--- src/sv/lldq_pkg.sv ---
// Package for the linked list deque engine: payload structs, opcodes and defaults.
// Depends on nothing; used by linked_list_deque_engine.
`default_nettype none
package lldq_pkg;
  localparam int CAPACITY_DEF   = 64;
  localparam int VALUE_BITS_DEF = 32;

  localparam logic [2:0] OP_PUSH_FRONT = 3'd0;
  localparam logic [2:0] OP_PUSH_BACK  = 3'd1;
  localparam logic [2:0] OP_POP_FRONT  = 3'd2;
  localparam logic [2:0] OP_POP_BACK   = 3'd3;
  localparam logic [2:0] OP_DELETE     = 3'd4;
  localparam logic [2:0] OP_SEARCH     = 3'd5;
  localparam logic [2:0] OP_SWAP       = 3'd6;
  localparam logic [2:0] OP_UNUSED     = 3'd7;

  typedef struct packed {
    logic [2:0]         opcode;
    logic signed [31:0] value_a;
    logic signed [31:0] value_b;
  } req_t;

  typedef struct packed {
    logic               ok;
    logic signed [31:0] value_out;
    logic [6:0]         count_now;
    logic               refused_full;
  } rsp_t;
endpackage
`default_nettype wire

--- src/sv/linked_list_deque_engine.sv ---
// Linked list deque engine: a doubly linked chain of values in one node memory.
// A push onto an empty list goes straight to S_OUT; other pushes link the old end in S_PUSH.
// Pops and deletes unlink in S_UNL1, then S_UNL2 unless the node was the tail or the only one.
// Search, delete and swap walk from the front, one node read a cycle; swap walks twice.
// One operation at a time: the next input transfer is taken only after the result transfer
// has cleared out_valid. Reset clears the used map, count, head and tail.
`default_nettype none
module linked_list_deque_engine #(
  parameter int CAPACITY   = lldq_pkg::CAPACITY_DEF,
  parameter int VALUE_BITS = lldq_pkg::VALUE_BITS_DEF
) (
  input  wire logic           clk,
  input  wire logic           rst,
  input  wire logic           in_valid,
  output logic                in_ready,
  input  wire lldq_pkg::req_t in_data,
  output logic                out_valid,
  input  wire logic           out_ready,
  output lldq_pkg::rsp_t      out_data
);
  localparam int AW = $clog2(CAPACITY);
  localparam int CW = $clog2(CAPACITY + 1);
  localparam int NW = VALUE_BITS + 2 * AW;

  localparam logic [2:0] S_IDLE = 3'd0;
  localparam logic [2:0] S_WALK = 3'd1;
  localparam logic [2:0] S_PUSH = 3'd2;
  localparam logic [2:0] S_UNL1 = 3'd3;
  localparam logic [2:0] S_UNL2 = 3'd4;
  localparam logic [2:0] S_SWP1 = 3'd5;
  localparam logic [2:0] S_SWP2 = 3'd6;
  localparam logic [2:0] S_OUT  = 3'd7;

  function automatic logic [VALUE_BITS-1:0] to_stored(logic signed [31:0] x);
    return VALUE_BITS'(x);
  endfunction

  function automatic logic [31:0] to_out(logic [VALUE_BITS-1:0] v);
    logic [63:0] x;
    x = 64'(signed'(v));
    return x[31:0];
  endfunction

  // Node memory: value, next link and prev link in one word, with a write mask per field.
  logic [NW-1:0]         mem [CAPACITY];
  logic [NW-1:0]         rd;
  logic [AW-1:0]         raddr;
  logic [AW-1:0]         waddr;
  logic                  we_v, we_n, we_p;
  logic [VALUE_BITS-1:0] wval;
  logic [AW-1:0]         wnext, wprev;

  always_ff @(posedge clk) begin
    if (we_v) mem[waddr][NW-1 -: VALUE_BITS] <= wval;
    if (we_n) mem[waddr][2*AW-1 -: AW] <= wnext;
    if (we_p) mem[waddr][AW-1:0] <= wprev;
    rd <= mem[raddr];
  end

  logic [CAPACITY-1:0]   used;
  logic [AW-1:0]         first, last, cur, sslot, tslot, lowfree, un_p, un_n;
  logic [CW-1:0]         count, k;
  logic [2:0]            state, op;
  logic [VALUE_BITS-1:0] va, vb, svalue, tvalue;
  logic                  phase;
  logic                  has_free;
  logic                  r_ok, r_full;
  logic [31:0]           r_value;
  logic                  in_push, in_walk, can_push, match, restart;

  logic [VALUE_BITS-1:0] rd_v;
  logic [AW-1:0]         rd_n, rd_p;
  assign rd_v = rd[NW-1 -: VALUE_BITS];
  assign rd_n = rd[2*AW-1 -: AW];
  assign rd_p = rd[AW-1:0];

  // Lowest free slot by a priority scan over the used map.
  always_comb begin
    lowfree = '0;
    has_free = 1'b0;
    for (int i = CAPACITY - 1; i >= 0; i--) begin
      if (!used[i]) begin
        lowfree = AW'(i);
        has_free = 1'b1;
      end
    end
  end

  // Decode of the incoming operation and of the node under the walk.
  assign in_push  = (in_data.opcode == lldq_pkg::OP_PUSH_FRONT) ||
                    (in_data.opcode == lldq_pkg::OP_PUSH_BACK);
  assign can_push = has_free && (count < CW'(CAPACITY));
  assign in_walk  = (in_data.opcode != lldq_pkg::OP_UNUSED) && !in_push && (count != '0) &&
                    ((in_data.opcode != lldq_pkg::OP_SWAP) || (count >= CW'(2)));
  assign match    = (rd_v == (phase ? vb : va));
  assign restart  = (op == lldq_pkg::OP_SWAP) && !phase && match;

  assign in_ready = (state == S_IDLE) && !out_valid;
  assign out_data = '{ok: r_ok, value_out: r_value, count_now: 7'(count),
                      refused_full: r_full};

  // Memory port control. Writes only happen outside the walk.
  always_comb begin
    raddr = rd_n;
    we_v = 1'b0; we_n = 1'b0; we_p = 1'b0;
    waddr = sslot; wval = va; wnext = '0; wprev = '0;
    case (state)
      S_IDLE: begin
        raddr = (in_data.opcode == lldq_pkg::OP_POP_BACK) ? last : first;
        if (in_valid && in_ready && in_push && can_push) begin
          we_v = 1'b1; we_n = 1'b1; we_p = 1'b1;
          waddr = lowfree;
          wval = to_stored(in_data.value_a);
          wnext = (in_data.opcode == lldq_pkg::OP_PUSH_FRONT && count != '0) ? first : '0;
          wprev = (in_data.opcode == lldq_pkg::OP_PUSH_BACK && count != '0) ? last : '0;
        end
      end
      S_WALK: begin
        if (restart) raddr = first;
      end
      S_PUSH: begin
        if (op == lldq_pkg::OP_PUSH_FRONT) begin
          we_p = 1'b1; waddr = un_n; wprev = sslot;
        end else begin
          we_n = 1'b1; waddr = un_p; wnext = sslot;
        end
      end
      S_UNL1: begin
        if (count != CW'(1) && sslot != first) begin
          we_n = 1'b1; waddr = un_p; wnext = un_n;
        end
      end
      S_UNL2: begin
        we_p = 1'b1; waddr = un_n; wprev = un_p;
      end
      S_SWP1: begin
        we_v = 1'b1; waddr = sslot; wval = tvalue;
      end
      S_SWP2: begin
        we_v = 1'b1; waddr = tslot; wval = svalue;
      end
      default: ;
    endcase
  end

  // Sequencer.
  always_ff @(posedge clk) begin
    if (rst) begin
      state <= S_IDLE; out_valid <= 1'b0; used <= '0;
      first <= '0; last <= '0; count <= '0;
    end else begin
      if (out_valid && out_ready) out_valid <= 1'b0;
      case (state)
        S_IDLE: if (in_valid && in_ready) begin
          op <= in_data.opcode;
          va <= to_stored(in_data.value_a);
          vb <= to_stored(in_data.value_b);
          r_value <= '0;
          r_ok <= in_push && can_push;
          r_full <= in_push && !can_push;
          k <= '0; phase <= 1'b0;
          cur <= (in_data.opcode == lldq_pkg::OP_POP_BACK) ? last : first;
          un_n <= first; un_p <= last; sslot <= lowfree;
          if (in_push) begin
            if (can_push) begin
              used[lowfree] <= 1'b1;
              count <= count + CW'(1);
              if (count == '0) begin
                first <= lowfree; last <= lowfree; state <= S_OUT;
              end else if (in_data.opcode == lldq_pkg::OP_PUSH_FRONT) begin
                first <= lowfree; state <= S_PUSH;
              end else begin
                last <= lowfree; state <= S_PUSH;
              end
            end else begin
              state <= S_OUT;
            end
          end else if (in_walk) begin
            state <= S_WALK;
          end else begin
            state <= S_OUT;
          end
        end
        S_WALK: begin
          if (op == lldq_pkg::OP_POP_FRONT || op == lldq_pkg::OP_POP_BACK) begin
            r_value <= to_out(rd_v); r_ok <= 1'b1;
            sslot <= cur; un_p <= rd_p; un_n <= rd_n;
            state <= S_UNL1;
          end else if (match) begin
            if (op == lldq_pkg::OP_SEARCH) begin
              r_ok <= 1'b1; state <= S_OUT;
            end else if (op == lldq_pkg::OP_DELETE) begin
              r_ok <= 1'b1;
              sslot <= cur; un_p <= rd_p; un_n <= rd_n;
              state <= S_UNL1;
            end else if (!phase) begin
              // First value found: walk again from the front for the second.
              sslot <= cur; svalue <= rd_v; phase <= 1'b1;
              k <= '0; cur <= first;
            end else begin
              tslot <= cur; tvalue <= rd_v; r_ok <= 1'b1;
              state <= S_SWP1;
            end
          end else if ((k + CW'(1)) >= count) begin
            state <= S_OUT;
          end else begin
            k <= k + CW'(1); cur <= rd_n;
          end
        end
        S_PUSH: state <= S_OUT;
        S_UNL1: begin
          used[sslot] <= 1'b0;
          count <= count - CW'(1);
          if (count == CW'(1)) begin
            first <= '0; last <= '0; state <= S_OUT;
          end else begin
            if (sslot == first) first <= un_n;
            if (sslot == last) begin
              last <= un_p; state <= S_OUT;
            end else begin
              state <= S_UNL2;
            end
          end
        end
        S_UNL2: state <= S_OUT;
        S_SWP1: state <= S_SWP2;
        S_SWP2: state <= S_OUT;
        S_OUT: begin
          out_valid <= 1'b1; state <= S_IDLE;
        end
        default: state <= S_IDLE;
      endcase
    end
  end

`ifndef NO_ASSERTIONS
  a_ready_idle: assert property (@(posedge clk) disable iff (rst)
    in_ready |-> state == S_IDLE) else $error("ready outside idle");
  a_count_cap: assert property (@(posedge clk) disable iff (rst)
    count <= CW'(CAPACITY)) else $error("count over capacity");
  a_used_count: assert property (@(posedge clk) disable iff (rst)
    $countones(used) == int'(count)) else $error("used map disagrees with count");
  a_out_hold: assert property (@(posedge clk) disable iff (rst)
    out_valid && !out_ready |=> out_valid && $stable(out_data))
    else $error("result changed while waiting");
`endif
endmodule
`default_nettype wire
--- config.mk ---
export PLATFORM = sky130hd
export DESIGN_NAME = linked_list_deque_engine
export DESIGN_NICKNAME = d
export VERILOG_FILES = /design/src/sv/lldq_pkg.sv /design/src/sv/linked_list_deque_engine.sv
export SDC_FILE = /design/constraint.sdc
export NUM_CORES = 2
export LEC_CHECK = 0
export BUFFER_PORTS_ARGS = -buffer_cell sky130_fd_sc_hd__buf_2
export CORE_ASPECT_RATIO = 0.9
export CORE_MARGIN = 2
export CORE_UTILIZATION = 60
export CTS_CLUSTER_DIAMETER = 100
export DETAILED_ROUTE_END_ITERATION = 12
export PLACE_DENSITY = 0.76
export SLEW_MARGIN = 20
export SYNTH_ARGS = -nofsm -noshare
export SYNTH_HDL_FRONTEND = slang
export SYNTH_SLANG_ARGS = --single-unit
--- constraint.sdc ---
create_clock -name clk -period 6.6 [get_ports clk]
set_input_delay 0.66 -clock clk [delete_from_list [all_inputs] [get_ports clk]]
set_output_delay 0.66 -clock clk [all_outputs]
set_load 0.03 [all_outputs]
==> qor.yml <==
synth-seq-cells: 3150
grt_pass1_vias: 69300
stdcell_count: 10200
place_inst: 9540
ioPinCount: 114
postSynthAreaPerCell_sq_um: 17.9
fin_crit_sh: 0.952
drt_iter0_markers: 12700
num-nets-final: 7303
final_util: 0.684
worst-slew-pin-transition_ps: 1170
slew_violations: 0
die_area_sq_um: 209000
drc_errors: 0
synth_area_leaders: "sky130_fd_sc_hd__edfxtp_1, sky130_fd_sc_hd__mux4_2, sky130_fd_sc_hd__nand2_1"
timing_hold_violations_final: 0
fmax_mhz: 159
min_path_type: "input port to register"
cts.repair_timing.setup_buffer_count: 0
fraction_of_final_layout_cells_with_drive_strength_greater_than_1: 0.204
synth_edf_count: 3019
worst_clock_skew_ps: 85.8
placement.io_buffers: 113
fp.dieH_microns: 434
mappedNetlistNets: 6969
setup.worst_path.end_class: "register"
root_buffer: "sky130_fd_sc_hd__clkbuf_16"
fp-row-count: 157
p_int_mw: 45.5
worst-endpoint-required_ps: 7300
power-per-cell-area_nw_per_um2: 525
setup_tns_ps: 0
ys_top_cells_by_count: "sky130_fd_sc_hd__edfxtp_1, sky130_fd_sc_hd__nand2_1, sky130_fd_sc_hd__mux4_2, sky130_fd_sc_hd__a21oi_1, sky130_fd_sc_hd__clkbuf_1"
clk-insertion-delay-late_ps: 980
tritoncts.num_buffers: 313
layout.cell_area.non_filler_sq_um: 139000
tritoncts_num_sinks: 3150
cp_max_fo: 39
hpwl_microns: 199000
static-leakage-power_nw: 44.6
syn2layout_area_growth_pct: 13.0
grt.total_usage: 0.324
design.core.area_sq_um: 204000
mappedNetlistArea_sq_um: 123000
initial_utilization: 0.605
ys_seq_area_frac: 0.757
gpl.final_weighted_congestion: 0.916
synthesis.instances: 6887
timing.critical_path.from_type: "register"
final_critical_period_ps: 6280
route.detailed.wl_per_inst_microns: 33.5
cts-hold-fix-buffers: 68
switchingPower_mw: 27.7
cap_violations: 0
largest_net_degree_at_the_start_of_global_routing: 126
drt_first_pass_iters: 7
cts.repair.resized: 0
drt.antenna.violating_nets: 0
synth_ff_type: "sky130_fd_sc_hd__edfxtp_1"
synthesis.yosys.warnings: 0
tritoncts: "done"
synth_cell_type_count: 85
cts-root-to-sink-buffers: 4
worst-endpoint-arrival_ps: 6990
placed_area_sq_um: 129000
power.combinational.fraction: 0.395
route.vias.total: 71300
globalRoute.totalOverflow: 0
avgViaCountPerCell: 7.01
setup_viol_count_final: 0
max_slew_margin: 0.197
routed_wl_microns: 340000
ys_async_sr_fraction: 0
fillCellCount: 12300
yosys.cell_count.top_type: "sky130_fd_sc_hd__edfxtp_1"
antenna_found_initial: 18
synth_top_area_share: 0.735
grt_setup_unrepaired: "no"
global_route_wire_length_before_repair_microns: 486000
clock_tree.htree_level_count: 5
dieWidth_microns: 482
sequentialPowerShare: 0.364
power_frac_clock: 0.242
vdd_ir_drop_max_uv: 750
clk_transition_reported_paths_ps: 60
switching_share: 0.378
synth_largest_area_cell: "sky130_fd_sc_hd__edfxtp_1"
critical_path_class: "register to register"
status: "complete, no violations"
==> layout by cell type (no fill, tap or decap), types with 34 or more instances in the layout <==
cell | Yosys | layout
sky130_fd_sc_hd__a21oi_1 | 318 | 315
sky130_fd_sc_hd__a221oi_1 | 94 | 94
sky130_fd_sc_hd__a222oi_1 | 47 | 47
sky130_fd_sc_hd__a22o_1 | 130 | 130
sky130_fd_sc_hd__a22oi_1 | 141 | 141
sky130_fd_sc_hd__a32oi_1 | 90 | 90
sky130_fd_sc_hd__and2_1 | 43 | 43
sky130_fd_sc_hd__buf_12 | 0 | 39
sky130_fd_sc_hd__buf_2 | 85 | 115
sky130_fd_sc_hd__buf_4 | 30 | 241
sky130_fd_sc_hd__bufinv_16 | 0 | 35
sky130_fd_sc_hd__clkbuf_1 | 258 | 68
sky130_fd_sc_hd__clkbuf_16 | 0 | 319
sky130_fd_sc_hd__clkinv_1 | 1 | 56
sky130_fd_sc_hd__clkinv_2 | 0 | 44
sky130_fd_sc_hd__dfxtp_1 | 131 | 131
sky130_fd_sc_hd__dlygate4sd3_1 | 0 | 68
sky130_fd_sc_hd__edfxtp_1 | 3019 | 3019
sky130_fd_sc_hd__inv_1 | 49 | 36
sky130_fd_sc_hd__mux2i_1 | 35 | 35
sky130_fd_sc_hd__mux4_2 | 524 | 524
sky130_fd_sc_hd__nand2_1 | 716 | 683
sky130_fd_sc_hd__nand3_1 | 40 | 38
sky130_fd_sc_hd__nand4_1 | 71 | 71
sky130_fd_sc_hd__nor2_1 | 179 | 172
sky130_fd_sc_hd__nor2b_1 | 34 | 34
sky130_fd_sc_hd__nor3_1 | 207 | 137
sky130_fd_sc_hd__nor3_2 | 1 | 70
sky130_fd_sc_hd__o211ai_1 | 52 | 52
sky130_fd_sc_hd__o21ai_0 | 135 | 129
sky130_fd_sc_hd__o22a_1 | 43 | 43
sky130_fd_sc_hd__xnor2_1 | 42 | 42
==> cells by family (layout without fill, tap and decap cells) <==
group                    count (synthesis)  count (layout)  synth area share
multiplexers                           565             565            0.0991
flip-flops                            3150            3150             0.757
AND/OR/NAND/NOR                       1397            1397            0.0508
buffers and inverters                  495            1059            0.0174
adder cells (fa/ha/maj)                 11              11           0.00112
AO/OA/AOI/OAI                         1214            1214            0.0712
other                                    0               6                 0
XOR/XNOR                                55              55           0.00391
==> worst max-delay path, stage by stage, from the launching register on <==
cell                        delay [ps]
sky130_fd_sc_hd__edfxtp_1          510
sky130_fd_sc_hd__buf_12            270
sky130_fd_sc_hd__mux2i_1           270
sky130_fd_sc_hd__xnor2_1            90
sky130_fd_sc_hd__nor4_1            330
sky130_fd_sc_hd__nand4_1           600
sky130_fd_sc_hd__or4_1             780
sky130_fd_sc_hd__nand3_4           380
sky130_fd_sc_hd__buf_12            350
sky130_fd_sc_hd__buf_4             260
sky130_fd_sc_hd__mux4_2            530
sky130_fd_sc_hd__a22oi_1           220
sky130_fd_sc_hd__nor2_1            170
sky130_fd_sc_hd__a2111oi_2         850
sky130_fd_sc_hd__nand4_1           350
==> area by class of cell <==
type	instances	area, sq um	area share
repair buffers	464	3860	0.0277
flip-flops and latches	3150	93300	0.669
inverters	50	193	0.00138
clock buffers	400	8420	0.0604
well taps	2703	3380	0.0243
diodes	6	15.0	0.000108
multi-input cells	3242	28600	0.205
clock inverters	145	1630	0.0117
==> flip-flops by register name, summed over array words and instances (netlist names), 7 cells and up <==
signal	cells
va	32
svalue	32
r_value	32
count	7
mem	2816
used	64
rd	44
vb	32
tvalue	32
k	7
==> power by group through the flow <==
stage / Clock [mW] / Sequential (mW) / Combinational, mW
finish: 17.7 / 26.6 / 28.9
CTS: 17.8 / 26.5 / 28.2
detailed placement: 0 / 27.0 / 27.7
global placement: 0 / 26.9 / 27.1
floorplan: 0 / 26.6 / 17.1
global route: 18.5 / 26.6 / 29.9
==> final timing paths <==
kind | slack [ps] | from | to | cells past startpoint
setup / recovery | 320 | phase$_DFFE_PP_ | rd[24]$_DFF_P_ | 14
hold reg to reg | 470 | cur[0]$_DFFE_PP_ | tslot[0]$_DFFE_PP_ | 0
setup reg to reg | 320 | phase$_DFFE_PP_ | rd[24]$_DFF_P_ | 14
hold / removal | 350 | rst | last[2]$_SDFFE_PP0P_ | 3
==> layer usage <==
metal	part of all wire	track usage	vias up
li1	-	-	28700
met1	0.35	0.464	36100
met2	0.45	0.476	5681
met3	0.16	0.104	747
met4	0.038	0.114	24
met5	0.00043	0	-
==> metrics by stage <==
| step | hold WS, ps | setup WS, ps | total power, mW |
|---|---|---|---|
| floorplan | 426 | 487 | 43.7 |
| global placement | 448 | 96.2 | 54.0 |
| detailed placement | 446 | 426 | 54.7 |
| CTS | 283 | 402 | 72.5 |
| global route | 344 | 271 | 75.0 |
| finish | 353 | 315 | 73.2 |
No activity file was read; power rests on OpenSTA's default activity.
